==> src/hw/rtl/framelet_line_demux_macros.svh <==
// assertion helpers used by the top-level rtl
`ifndef FRAMELET_LINE_DEMUX_MACROS_SVH
`define FRAMELET_LINE_DEMUX_MACROS_SVH

// same-cycle implication
`define FLD_ASSERT_IMPL(label, ante, cons) \
    label: assert property (@(posedge clk) disable iff (!rst_n) (ante) |-> (cons)) \
        else $error("framelet_line_demux: same-cycle check failed");

// next-cycle implication
`define FLD_ASSERT_NEXT(label, ante, cons) \
    label: assert property (@(posedge clk) disable iff (!rst_n) (ante) |=> (cons)) \
        else $error("framelet_line_demux: next-cycle check failed");

`endif

==> src/hw/rtl/fld_pkg.sv <==
`default_nettype none

package fld_pkg;

    localparam int DEF_MAX_LINE_SAMPLES = 4096;
    localparam int DEF_UV_WIDTH         = 128;

    localparam int TABLE_DEPTH = 256;
    localparam int TABLE_AW    = $clog2(TABLE_DEPTH);
    localparam int QUEUE_DEPTH = 4;

    localparam int MODE_W         = 2;
    localparam int COLOR_OFFSET_W = 8;
    localparam int LINE_SAMPLES_W = 13;
    localparam int CFG_INDEX_W    = 2;
    localparam int CFG_DATA_W     = 13;

    localparam int RAW_W        = 8;
    localparam int DN_W         = 13;
    localparam int CUBE_W       = 2;
    localparam int OUT_LINE_W   = 20;
    localparam int BAND_W       = 3;
    localparam int OUT_SAMPLE_W = 12;
    localparam int SET_W        = 16;
    localparam int FRAME_W      = 3;
    localparam int LINE_IDX_W   = 4;
    localparam int HB_W         = 6;

    localparam logic [LINE_SAMPLES_W-1:0] LINE_SAMPLES_RST = 13'd1024;
    localparam logic [LINE_IDX_W-1:0]     UV_HEIGHT        = 4'd4;
    localparam logic [LINE_IDX_W-1:0]     VIS_HEIGHT       = 4'd14;
    localparam logic [FRAME_W-1:0]        UV_FRAMELETS     = 3'd2;
    localparam logic [FRAME_W-1:0]        FRAMES_COLOR     = 3'd7;
    localparam logic [FRAME_W-1:0]        FRAMES_VIS       = 3'd5;
    localparam logic [FRAME_W-1:0]        FRAMES_UV        = 3'd2;
    localparam logic [FRAME_W-1:0]        FRAMES_BW        = 3'd1;
    localparam logic [OUT_LINE_W-1:0]     OUT_LINE_MAX     = 20'hFFFFF;

    typedef enum logic [MODE_W-1:0] {
        MODE_COLOR = 2'd0,
        MODE_VIS   = 2'd1,
        MODE_UV    = 2'd2,
        MODE_BW    = 2'd3
    } fld_mode_t;

    typedef enum logic [CFG_INDEX_W-1:0] {
        CFG_MODE         = 2'd0,
        CFG_COLOR_OFFSET = 2'd1,
        CFG_LINE_SAMPLES = 2'd2,
        CFG_DECOMPAND_EN = 2'd3
    } fld_cfg_idx_t;

    typedef enum logic {
        OP_PIXEL = 1'b0,
        OP_LOAD  = 1'b1
    } fld_op_t;

    localparam logic [CUBE_W-1:0] CUBE_UV_EVEN  = 2'd0;
    localparam logic [CUBE_W-1:0] CUBE_UV_ODD   = 2'd1;
    localparam logic [CUBE_W-1:0] CUBE_VIS_EVEN = 2'd2;
    localparam logic [CUBE_W-1:0] CUBE_VIS_ODD  = 2'd3;

    typedef struct packed {
        fld_mode_t                 mode;
        logic [COLOR_OFFSET_W-1:0] color_offset;
        logic [LINE_SAMPLES_W-1:0] line_samples;
        logic                      decompand_enable;
    } fld_cfg_t;

    typedef struct packed {
        logic                    is_load;
        logic [RAW_W-1:0]        raw_dn;
        logic [DN_W-1:0]         table_value;
        logic [CUBE_W-1:0]       dest_cube;
        logic                    is_uv;
        logic [SET_W-1:0]        set_count;
        logic [HB_W-1:0]         height_band;
        logic [LINE_IDX_W-1:0]   line_idx;
        logic [BAND_W-1:0]       out_band;
        logic [OUT_SAMPLE_W-1:0] out_sample;
        logic                    width_error;
    } fld_item_t;

endpackage

`default_nettype wire

==> src/hw/rtl/fld_ram.sv <==
`default_nettype none

module fld_ram #(
    parameter int WIDTH = 8,
    parameter int DEPTH = 256
) (
    input  logic                     clk,
    input  logic                     we,
    input  logic [$clog2(DEPTH)-1:0] waddr,
    input  logic [WIDTH-1:0]         wdata,
    input  logic                     re,
    input  logic [$clog2(DEPTH)-1:0] raddr,
    output logic [WIDTH-1:0]         rdata
);

    logic [WIDTH-1:0] mem_reg [DEPTH];
    logic [WIDTH-1:0] rdata_reg;

    always_ff @(posedge clk)
    begin
        if (we)
        begin
            mem_reg[waddr] <= wdata;
        end
        if (re)
        begin
            rdata_reg <= mem_reg[raddr];
        end
    end

    assign rdata = rdata_reg;

endmodule

`default_nettype wire

==> src/hw/rtl/fld_queue.sv <==
`default_nettype none

module fld_queue #(
    parameter int DEPTH = fld_pkg::QUEUE_DEPTH
) (
    input  logic              clk,
    input  logic              rst_n,
    input  logic              push,
    input  fld_pkg::fld_item_t push_item,
    output logic              full,
    input  logic              pop,
    output logic              empty,
    output fld_pkg::fld_item_t head
);
    import fld_pkg::*;

    localparam int PW = (DEPTH > 1) ? $clog2(DEPTH) : 1;
    localparam int NW = $clog2(DEPTH + 1);

    fld_item_t        mem_reg [DEPTH];
    logic [PW-1:0]    wr_ptr_reg, wr_ptr_next;
    logic [PW-1:0]    rd_ptr_reg, rd_ptr_next;
    logic [NW-1:0]    count_reg, count_next;

    assign full  = (count_reg == NW'(DEPTH));
    assign empty = (count_reg == '0);
    assign head  = mem_reg[rd_ptr_reg];

    always_comb
    begin
        wr_ptr_next = wr_ptr_reg;
        rd_ptr_next = rd_ptr_reg;
        count_next  = count_reg;
        if (push)
        begin
            wr_ptr_next = (wr_ptr_reg == PW'(DEPTH - 1)) ? '0 : wr_ptr_reg + PW'(1);
        end
        if (pop)
        begin
            rd_ptr_next = (rd_ptr_reg == PW'(DEPTH - 1)) ? '0 : rd_ptr_reg + PW'(1);
        end
        if (push && !pop)
        begin
            count_next = count_reg + NW'(1);
        end
        else if (pop && !push)
        begin
            count_next = count_reg - NW'(1);
        end
    end

    always_ff @(posedge clk or negedge rst_n)
    begin
        if (!rst_n)
        begin
            wr_ptr_reg <= '0;
            rd_ptr_reg <= '0;
            count_reg  <= '0;
        end
        else
        begin
            wr_ptr_reg <= wr_ptr_next;
            rd_ptr_reg <= rd_ptr_next;
            count_reg  <= count_next;
        end
    end

    always_ff @(posedge clk)
    begin
        if (push)
        begin
            mem_reg[wr_ptr_reg] <= push_item;
        end
    end

endmodule

`default_nettype wire

==> src/hw/rtl/fld_front.sv <==
`default_nettype none

module fld_front #(
    parameter int MAX_LINE_SAMPLES = fld_pkg::DEF_MAX_LINE_SAMPLES,
    parameter int UV_WIDTH         = fld_pkg::DEF_UV_WIDTH
) (
    input  logic                          clk,
    input  logic                          rst_n,
    input  fld_pkg::fld_cfg_t             cfg,
    input  logic                          pos_clear,
    input  logic                          in_valid,
    input  logic                          operation,
    input  logic [fld_pkg::RAW_W-1:0]     raw_dn,
    input  logic [fld_pkg::DN_W-1:0]      table_value,
    input  logic                          q_full,
    output logic                          q_push,
    output fld_pkg::fld_item_t            q_item
);
    import fld_pkg::*;

    localparam int SCW     = $clog2(MAX_LINE_SAMPLES);
    localparam int LW      = $clog2(MAX_LINE_SAMPLES + 1);
    localparam int UW      = $clog2(UV_WIDTH + 1);
    localparam int CW      = (LW > UW) ? LW : UW;
    localparam int UV_HALF = UV_WIDTH / 2;

    logic [SET_W-1:0]      set_cnt_reg, set_cnt_next;
    logic [FRAME_W-1:0]    frm_idx_reg, frm_idx_next;
    logic [LINE_IDX_W-1:0] line_idx_reg, line_idx_next;
    logic [SCW-1:0]        samp_cnt_reg, samp_cnt_next;

    logic [LW-1:0]         eff_len;
    logic [CW-1:0]         len_c, samp_c, samp_inc, uv_start, uv_end, osamp_c;
    logic                  is_uv, is_load, emit, werr, accept, even;
    logic [LINE_IDX_W-1:0] height;
    logic [FRAME_W-1:0]    band_idx, frm_count;
    logic [LINE_IDX_W:0]   line_inc;
    logic [FRAME_W:0]      frm_inc;
    logic [HB_W-1:0]       height_band;
    logic [CUBE_W-1:0]     cube;

    always_comb
    begin
        if (cfg.line_samples == '0)
        begin
            eff_len = LW'(1);
        end
        else if (32'(cfg.line_samples) > 32'(MAX_LINE_SAMPLES))
        begin
            eff_len = LW'(MAX_LINE_SAMPLES);
        end
        else
        begin
            eff_len = LW'(cfg.line_samples);
        end

        case (cfg.mode)
            MODE_COLOR: frm_count = FRAMES_COLOR;
            MODE_VIS:   frm_count = FRAMES_VIS;
            MODE_UV:    frm_count = FRAMES_UV;
            MODE_BW:    frm_count = FRAMES_BW;
            default:    frm_count = FRAMES_BW;
        endcase

        is_uv = (cfg.mode == MODE_UV)
             || ((cfg.mode == MODE_COLOR) && (frm_idx_reg < UV_FRAMELETS));
        height = is_uv ? UV_HEIGHT : VIS_HEIGHT;
        band_idx = ((cfg.mode == MODE_COLOR) && !is_uv) ? frm_idx_reg - UV_FRAMELETS
                                                        : frm_idx_reg;
        height_band = is_uv ? HB_W'({band_idx, 2'b00})
                            : HB_W'({3'b000, band_idx} * 6'd14);
        even = set_cnt_reg[0];
        if (is_uv)
        begin
            cube = even ? CUBE_UV_EVEN : CUBE_UV_ODD;
        end
        else
        begin
            cube = even ? CUBE_VIS_EVEN : CUBE_VIS_ODD;
        end

        // uv middle window
        len_c    = CW'(eff_len);
        samp_c   = CW'(samp_cnt_reg);
        uv_start = (len_c >> 1) - CW'(UV_HALF);
        uv_end   = (len_c >> 1) + CW'(UV_HALF);
        emit     = 1'b1;
        werr     = 1'b0;
        osamp_c  = samp_c;
        if (is_uv)
        begin
            if (len_c < CW'(UV_WIDTH))
            begin
                werr = 1'b1;
            end
            else if ((samp_c >= uv_start) && (samp_c < uv_end))
            begin
                osamp_c = samp_c - uv_start;
            end
            else
            begin
                emit = 1'b0;
            end
        end

        is_load = (fld_op_t'(operation) == OP_LOAD);
        accept  = in_valid && !q_full;
        q_push  = accept && (is_load || emit);

        q_item.is_load     = is_load;
        q_item.raw_dn      = raw_dn;
        q_item.table_value = table_value;
        q_item.dest_cube   = cube;
        q_item.is_uv       = is_uv;
        q_item.set_count   = set_cnt_reg;
        q_item.height_band = height_band;
        q_item.line_idx    = line_idx_reg;
        q_item.out_band    = band_idx + BAND_W'(1);
        q_item.out_sample  = OUT_SAMPLE_W'(osamp_c);
        q_item.width_error = werr;

        // position in the framelet set
        samp_inc      = samp_c + CW'(1);
        line_inc      = {1'b0, line_idx_reg} + (LINE_IDX_W + 1)'(1);
        frm_inc       = {1'b0, frm_idx_reg} + (FRAME_W + 1)'(1);
        set_cnt_next  = set_cnt_reg;
        frm_idx_next  = frm_idx_reg;
        line_idx_next = line_idx_reg;
        samp_cnt_next = samp_cnt_reg;
        if (pos_clear)
        begin
            set_cnt_next  = '0;
            frm_idx_next  = '0;
            line_idx_next = '0;
            samp_cnt_next = '0;
        end
        else if (accept && !is_load)
        begin
            if (samp_inc < len_c)
            begin
                samp_cnt_next = SCW'(samp_inc);
            end
            else
            begin
                samp_cnt_next = '0;
                if (line_inc < {1'b0, height})
                begin
                    line_idx_next = line_inc[LINE_IDX_W-1:0];
                end
                else
                begin
                    line_idx_next = '0;
                    if (frm_inc < {1'b0, frm_count})
                    begin
                        frm_idx_next = frm_inc[FRAME_W-1:0];
                    end
                    else
                    begin
                        frm_idx_next = '0;
                        set_cnt_next = set_cnt_reg + SET_W'(1);
                    end
                end
            end
        end
    end

    always_ff @(posedge clk or negedge rst_n)
    begin
        if (!rst_n)
        begin
            set_cnt_reg  <= '0;
            frm_idx_reg  <= '0;
            line_idx_reg <= '0;
            samp_cnt_reg <= '0;
        end
        else
        begin
            set_cnt_reg  <= set_cnt_next;
            frm_idx_reg  <= frm_idx_next;
            line_idx_reg <= line_idx_next;
            samp_cnt_reg <= samp_cnt_next;
        end
    end

endmodule

`default_nettype wire

==> src/hw/rtl/fld_back.sv <==
`default_nettype none

module fld_back (
    input  logic                               clk,
    input  logic                               rst_n,
    input  fld_pkg::fld_cfg_t                  cfg,
    input  logic                               q_empty,
    input  fld_pkg::fld_item_t                 q_head,
    output logic                               q_pop,
    output logic                               out_valid,
    input  logic                               out_stall,
    output logic [fld_pkg::CUBE_W-1:0]         dest_cube,
    output logic [fld_pkg::OUT_LINE_W-1:0]     out_line,
    output logic [fld_pkg::BAND_W-1:0]         out_band,
    output logic [fld_pkg::OUT_SAMPLE_W-1:0]   out_sample,
    output logic [fld_pkg::DN_W-1:0]           pixel_dn,
    output logic                               width_error
);
    import fld_pkg::*;

    localparam int SUM_W = OUT_LINE_W + 1;

    logic                    b_valid_reg;
    logic [CUBE_W-1:0]       b_cube_reg;
    logic [OUT_LINE_W-1:0]   b_line_reg, b_line_next;
    logic [BAND_W-1:0]       b_band_reg;
    logic [OUT_SAMPLE_W-1:0] b_samp_reg;
    logic [RAW_W-1:0]        b_raw_reg;
    logic                    b_werr_reg;

    logic                    o_valid_reg;
    logic [CUBE_W-1:0]       o_cube_reg;
    logic [OUT_LINE_W-1:0]   o_line_reg;
    logic [BAND_W-1:0]       o_band_reg;
    logic [OUT_SAMPLE_W-1:0] o_samp_reg;
    logic [DN_W-1:0]         o_dn_reg, o_dn_next;
    logic                    o_werr_reg;

    logic                    out_ready, b_ready, pix_pop, ram_we;
    logic [DN_W-1:0]         ram_rdata;
    logic [SUM_W-1:0]        line_base, line_pad, line_sum;

    assign out_ready = !o_valid_reg || !out_stall;
    assign b_ready   = !b_valid_reg || out_ready;
    assign q_pop     = !q_empty && (q_head.is_load || b_ready);
    assign ram_we    = q_pop && q_head.is_load;
    assign pix_pop   = q_pop && !q_head.is_load;

    fld_ram #(
        .WIDTH (DN_W),
        .DEPTH (TABLE_DEPTH)
    ) u_table (
        .clk   (clk),
        .we    (ram_we),
        .waddr (TABLE_AW'(q_head.raw_dn)),
        .wdata (q_head.table_value),
        .re    (pix_pop),
        .raddr (TABLE_AW'(q_head.raw_dn)),
        .rdata (ram_rdata)
    );

    always_comb
    begin
        line_base = SUM_W'(q_head.set_count) * SUM_W'(q_head.is_uv ? UV_HEIGHT : VIS_HEIGHT);
        line_pad  = SUM_W'(cfg.color_offset) * SUM_W'(q_head.height_band);
        line_sum  = line_base + line_pad + SUM_W'(q_head.line_idx) + SUM_W'(1);
        b_line_next = (line_sum > SUM_W'(OUT_LINE_MAX)) ? OUT_LINE_MAX
                                                       : line_sum[OUT_LINE_W-1:0];
        o_dn_next = cfg.decompand_enable ? ram_rdata : DN_W'({b_raw_reg, 1'b0});
    end

    always_ff @(posedge clk or negedge rst_n)
    begin
        if (!rst_n)
        begin
            b_valid_reg <= 1'b0;
            o_valid_reg <= 1'b0;
        end
        else
        begin
            if (b_ready)
            begin
                b_valid_reg <= pix_pop;
            end
            if (out_ready)
            begin
                o_valid_reg <= b_valid_reg;
            end
        end
    end

    always_ff @(posedge clk)
    begin
        if (pix_pop)
        begin
            b_cube_reg <= q_head.dest_cube;
            b_line_reg <= b_line_next;
            b_band_reg <= q_head.out_band;
            b_samp_reg <= q_head.out_sample;
            b_raw_reg  <= q_head.raw_dn;
            b_werr_reg <= q_head.width_error;
        end
        if (out_ready && b_valid_reg)
        begin
            o_cube_reg <= b_cube_reg;
            o_line_reg <= b_line_reg;
            o_band_reg <= b_band_reg;
            o_samp_reg <= b_samp_reg;
            o_dn_reg   <= o_dn_next;
            o_werr_reg <= b_werr_reg;
        end
    end

    assign out_valid   = o_valid_reg;
    assign dest_cube   = o_cube_reg;
    assign out_line    = o_line_reg;
    assign out_band    = o_band_reg;
    assign out_sample  = o_samp_reg;
    assign pixel_dn    = o_dn_reg;
    assign width_error = o_werr_reg;

endmodule

`default_nettype wire

==> src/hw/rtl/framelet_line_demux.sv <==
`default_nettype none
`include "framelet_line_demux_macros.svh"

// Routes 8-bit pushbroom samples to framelet cubes, decompanding them when enabled.
// One word is taken per clock while in_stall is low: the front classifies a
// sample the cycle it is accepted and writes it into a four-word queue, and the
// back pops one word per cycle unless the output stalls, reads the 256-entry
// decompand table (registered read) and hands the result to an output register.
// Table loads use one queue slot and give no word; UV samples outside the middle
// window give no word and never enter the queue. in_stall rises only when the
// queue is full. The table has no reset and must be loaded before decompanding
// is enabled; register writes are taken at any time and a write of mode or
// line_samples restarts the framelet position.

module framelet_line_demux #(
    parameter int MAX_LINE_SAMPLES = fld_pkg::DEF_MAX_LINE_SAMPLES,
    parameter int UV_WIDTH         = fld_pkg::DEF_UV_WIDTH
) (
    input  logic                               clk,
    input  logic                               rst_n,
    input  logic                               cfg_valid,
    output logic                               cfg_ready,
    input  logic [fld_pkg::CFG_INDEX_W-1:0]    cfg_index,
    input  logic [fld_pkg::CFG_DATA_W-1:0]     cfg_data,
    input  logic                               in_valid,
    output logic                               in_stall,
    input  logic                               operation,
    input  logic [fld_pkg::RAW_W-1:0]          raw_dn,
    input  logic [fld_pkg::DN_W-1:0]           table_value,
    output logic                               out_valid,
    input  logic                               out_stall,
    output logic [fld_pkg::CUBE_W-1:0]         dest_cube,
    output logic [fld_pkg::OUT_LINE_W-1:0]     out_line,
    output logic [fld_pkg::BAND_W-1:0]         out_band,
    output logic [fld_pkg::OUT_SAMPLE_W-1:0]   out_sample,
    output logic [fld_pkg::DN_W-1:0]           pixel_dn,
    output logic                               width_error
);
    import fld_pkg::*;

    fld_mode_t                 mode_reg;
    logic [COLOR_OFFSET_W-1:0] color_offset_reg;
    logic [LINE_SAMPLES_W-1:0] line_samples_reg;
    logic                      decompand_en_reg;
    logic                      cfg_wr, pos_clear;
    fld_cfg_t                  cfg;
    logic                      q_push, q_pop, q_full, q_empty;
    fld_item_t                 q_item, q_head;

    assign cfg_ready = 1'b1;
    assign cfg_wr    = cfg_valid && cfg_ready;
    assign pos_clear = cfg_wr && ((fld_cfg_idx_t'(cfg_index) == CFG_MODE)
                               || (fld_cfg_idx_t'(cfg_index) == CFG_LINE_SAMPLES));

    always_ff @(posedge clk or negedge rst_n)
    begin
        if (!rst_n)
        begin
            mode_reg         <= MODE_COLOR;
            color_offset_reg <= '0;
            line_samples_reg <= LINE_SAMPLES_RST;
            decompand_en_reg <= 1'b0;
        end
        else if (cfg_wr)
        begin
            case (fld_cfg_idx_t'(cfg_index))
                CFG_MODE:         mode_reg         <= fld_mode_t'(cfg_data[MODE_W-1:0]);
                CFG_COLOR_OFFSET: color_offset_reg <= cfg_data[COLOR_OFFSET_W-1:0];
                CFG_LINE_SAMPLES: line_samples_reg <= cfg_data[LINE_SAMPLES_W-1:0];
                CFG_DECOMPAND_EN: decompand_en_reg <= cfg_data[0];
                default:          mode_reg         <= mode_reg;
            endcase
        end
    end

    always_comb
    begin
        cfg.mode             = mode_reg;
        cfg.color_offset     = color_offset_reg;
        cfg.line_samples     = line_samples_reg;
        cfg.decompand_enable = decompand_en_reg;
    end

    assign in_stall = q_full;

    fld_front #(
        .MAX_LINE_SAMPLES (MAX_LINE_SAMPLES),
        .UV_WIDTH         (UV_WIDTH)
    ) u_front (
        .clk         (clk),
        .rst_n       (rst_n),
        .cfg         (cfg),
        .pos_clear   (pos_clear),
        .in_valid    (in_valid),
        .operation   (operation),
        .raw_dn      (raw_dn),
        .table_value (table_value),
        .q_full      (q_full),
        .q_push      (q_push),
        .q_item      (q_item)
    );

    fld_queue #(
        .DEPTH (QUEUE_DEPTH)
    ) u_queue (
        .clk       (clk),
        .rst_n     (rst_n),
        .push      (q_push),
        .push_item (q_item),
        .full      (q_full),
        .pop       (q_pop),
        .empty     (q_empty),
        .head      (q_head)
    );

    fld_back u_back (
        .clk         (clk),
        .rst_n       (rst_n),
        .cfg         (cfg),
        .q_empty     (q_empty),
        .q_head      (q_head),
        .q_pop       (q_pop),
        .out_valid   (out_valid),
        .out_stall   (out_stall),
        .dest_cube   (dest_cube),
        .out_line    (out_line),
        .out_band    (out_band),
        .out_sample  (out_sample),
        .pixel_dn    (pixel_dn),
        .width_error (width_error)
    );

    `FLD_ASSERT_IMPL(a_no_push_when_full, q_push, !q_full)
    `FLD_ASSERT_IMPL(a_no_pop_when_empty, q_pop, !q_empty)
    `FLD_ASSERT_NEXT(a_pop_frees_slot, q_full && q_pop && !q_push, !q_full)

endmodule

`default_nettype wire
==> config.mk <==
export PLATFORM = sky130hd
export DESIGN_NAME = framelet_line_demux
export DESIGN_NICKNAME = d
export VERILOG_FILES = /design/src/hw/rtl/fld_pkg.sv /design/src/hw/rtl/fld_ram.sv /design/src/hw/rtl/fld_queue.sv /design/src/hw/rtl/fld_front.sv /design/src/hw/rtl/fld_back.sv /design/src/hw/rtl/framelet_line_demux.sv
export VERILOG_INCLUDE_DIRS = /design/src /design/src/hw/rtl
export SDC_FILE = /design/constraint.sdc
export NUM_CORES = 2
export LEC_CHECK = 0
export BUFFER_PORTS_ARGS = -buffer_cell sky130_fd_sc_hd__buf_2
export CAP_MARGIN = 20
export CORE_MARGIN = 1.5
export CORE_UTILIZATION = 45
export CTS_CLUSTER_DIAMETER = 150
export DETAILED_ROUTE_END_ITERATION = 8
export SLEW_MARGIN = 15
export SYNTH_ARGS = -nofsm -noshare
export SYNTH_HDL_FRONTEND = slang
export SYNTH_SLANG_ARGS = --single-unit
export TNS_END_PERCENT = 1
==> constraint.sdc <==
create_clock -name clk -period 19.2 [get_ports clk]
set_input_delay 3.84 -clock clk [delete_from_list [all_inputs] [get_ports clk]]
set_output_delay 3.84 -clock clk [all_outputs]
set_load 0.05 [all_outputs]
==> results_dict.tcl <==
set metrics [dict create \
    yosys_warnings 0 \
    die-area_um2 337000 \
    powerDensity_nw_per_um2 193 \
    clockBufferDepth 4 \
    place.gp.congestion 0.959 \
    ys_types 87 \
    drtIter0Drc 11600 \
    fp.dieW_um 581 \
    utilization_pct 51.3 \
    rsz0062_at_grt "false" \
    max_cap_viol_count 0 \
    p_int_uw 20000 \
    clock_sinks 3770 \
    pwr-share-comb_pct 42.7 \
    finalWirelength_um 455000 \
    grt_pass1_vias 80700 \
    yosysTopAreaCell "edfxtp_1" \
    io_buffers 94 \
    path_cells "buf_4 > mux2_8 > inv_16 > buf_4 > buf_12 > buf_4 > buf_4 > mux4_2 > nor2_1 > nor4_2 > or4_1 > or4_1 > nor3_2 > nand3_1" \
    first_pass_iters 8 \
    cts_setup_buffers 0 \
    synth_top_area_share_pct 74.1 \
    p_sw_share_pct 39.2 \
    num_rows 211 \
    synth_flop_cell "edfxtp_1" \
    use_met1_pct 36.3 \
    cp-end-kind "register" \
    start_util_pct 45.3 \
    setup_viol 0 \
    hold_viol_final 0 \
    synth_edf_count 3702 \
    die_h_um 581 \
    tns_ns 0 \
    critical_path_arrival_ns 8.45 \
    cts_tree "yes" \
    ir_drop_mv 0.341 \
    root_buffer "clkbuf_16" \
    drt-vias-per-instance 6.17 \
    synthesis.nets 8507 \
    vias 82900 \
    seqPwrFrac_pct 34.9 \
    seq_area_um2 113000 \
    pre_cts_slack_ns 11.31 \
    multiInputGateArea_um2 34900 \
    dp_hpwl_um 280000 \
    top_usage_layer "met2" \
    antenna_found_initial 28 \
    finalClockSkew_ns 0.0787 \
    worst_ep_required_time_ns 19.86 \
    critPathMaxFanout 106 \
    drc 0 \
    design_area_um2 170000 \
    dpl_cell_area_um2 157000 \
    worst_path_most_repeated_cell "buf_4" \
    p_leak_uw 0.0559 \
    final_cell_mix "edfxtp_1 (3702), nand2_1 (1013), mux4_2 (555)" \
    synth.area.top_cells "edfxtp_1 (74%), mux4_2 (8.6%), nand2_1 (2.5%), mux2i_1 (2.2%), dfrtp_1 (1.1%)" \
    min_period_ns 7.79 \
    layout-drive-gt1-share_pct 19.5 \
    cts_resized 0 \
    finalCritPeriodShare_pct 40.6 \
    areaGrowthSynthToFinish_pct 13.1 \
    largest_reg_flops 3328 \
    min_path_type "reg2reg" \
    seq_area_frac_synth_pct 75.2 \
    core-area_um2 331000 \
    syn_area_per_cell_um2 18.1 \
    switching_power_uw 12800 \
    tightest_slew_ns 1.66 \
    grt_max_degree 209 \
    met3_usage_pct 7.88 \
    routedWlPerCell_um 33.9 \
    crit_type "reg2reg" \
    critPathLaunchType "register" \
    clock_latency_ns 0.97 \
    htreeDepth 5 \
    postLayoutSetupSlackWorst_ns 11.41 \
    relSlewSlack_pct -11.0 \
    fillers 26500 \
    clock.fmax_mhz 128 \
    grt_util_all_layers_pct 26.7 \
    critPathSlowestCell "buf_4" \
    mappedNetlistArea_um2 150000 \
    nets 8951 \
    async_reset_ff_share_pct 1.80 \
    max_stage_delay_ns 0.77 \
    use_met2_pct 39.8 \
    pin_count 96 \
    violations "max-slew violations" \
    layout_commonest_cell "edfxtp_1" \
    clkTransAtPathRegs_ns 0.06 \
    cts_buffers 386 \
    synth_seq_cells 3770 \
    final_antenna_net_count 0 \
    synthCells 8283 \
    clkPwrFrac_pct 22.4 \
    overflow 0 \
    reg2reg_slack_ns 11.41 \
    grt_pass1_wl_um 634000 \
    holdBufCountCts 0 \
    status "finished, violations left" \
    crit_family "buffers and inverters" \
    drv_slew 82 \
    path_buf_inv 6 \
]
[routing by layer]
layer	up-vias	part of all wire, %
met5	-	0.025
met4	16	5.2
met3	918	12
met2	4709	45
met1	43400	38
li1	33900	-
[power groups by stage]
| stage | Combinational (uW) | Sequential [uW] | Clock (uW) |
|---|---|---|---|
| 2_1_floorplan | 8750 | 11800 | 0 |
| 3_3_place_gp | 13700 | 11600 | 0 |
| 3_5_place_dp | 13800 | 11600 | 0 |
| 4_1_cts | 13900 | 11400 | 7430 |
| 5_1_grt | 15000 | 11500 | 7750 |
| 6_report | 14000 | 11400 | 7360 |
[cell type report]
type / instances / area share, %
clock inverters: 229 / 1.27
inverters: 62 / 0.154
flip-flops and latches: 3770 / 66.5
diodes: 19 / 0.0280
repair buffers: 514 / 2.30
multi-input cells: 3993 / 20.5
well taps: 4366 / 3.22
clock buffers: 475 / 5.97
[worst register-to-register path: stages (launching register included)]
cell and delay (ns):
dfrtp_4 0.66, buf_4 0.67, mux2_8 0.61, inv_16 0.50, buf_4 0.70, buf_12 0.52
buf_4 0.85, buf_4 0.77, mux4_2 0.63, nor2_1 0.13, nor4_2 0.11, or4_1 0.53
or4_1 0.58, nor3_2 0.15, nand3_1 0.11
[kinds of logic (layout without fill, tap and decap cells)]
group	count (synthesis)	in the layout	synth area share (%)
other	1	20	0.00250
adder cells (fa/ha/maj)	182	182	1.82
XOR/XNOR	56	56	0.327
AND/OR/NAND/NOR	2095	2095	6.22
flip-flops	3770	3770	75.2
buffers and inverters	520	1280	1.81
multiplexers	960	960	11.3
AO/OA/AOI/OAI	699	699	3.37
[cell usage after synthesis (6+ instances only)]
cell and count:
nand2b_1 19, fa_1 61, mux2_2 52, a22oi_1 105, buf_1 56, nand3_1 298, or4_1 12, a22o_1 7
a32o_1 11, and2_1 52, o211ai_1 22, xnor2_1 37, clkbuf_1 169, a311oi_1 29, buf_4 81, o22ai_1 23
o21ai_0 59, o2111ai_1 31, nand2_1 1015, xor2_1 19, buf_2 112, mux4_2 571, nand4_1 111, a31oi_1 73
a21o_1 15, o31ai_1 6, inv_1 57, edfxtp_1 3702, a21boi_0 6, buf_6 37, a211oi_1 71, or3_1 7
nor3_1 38, nor2_1 373, ha_1 121, nor2b_1 86, and3_1 25, dfrtp_1 67, a21oi_1 90, nor4_1 22
mux2i_1 332, a32oi_1 98
[per-stage QoR]
step	instances	power (uW)	hold slack (ns)
2_1_floorplan	8283	20500	0.400
3_3_place_gp	12700	25300	0.402
3_5_place_dp	12700	25400	0.405
4_1_cts	13400	32700	0.418
5_1_grt	13400	34200	0.424
6_report	13400	32800	0.417
[worst paths after layout]
kind                                  startpoint                      end  depth (start not counted)
min in group asynchronous                  rst_n      color_offset_reg[4]                          1
hold reg to reg             u_back.b_line_reg[8]       u_back.out_line[8]                          0
hold / removal              u_back.b_line_reg[8]       u_back.out_line[8]                          0
max in group asynchronous                  rst_n    u_queue.rd_ptr_reg[1]                          1
setup reg to reg           u_queue.rd_ptr_reg[1]  u_back.u_table.rdata[1]                         14
setup / recovery           u_queue.rd_ptr_reg[1]  u_back.u_table.rdata[1]                         14
Note: power is estimated with default switching activity, not from simulation.
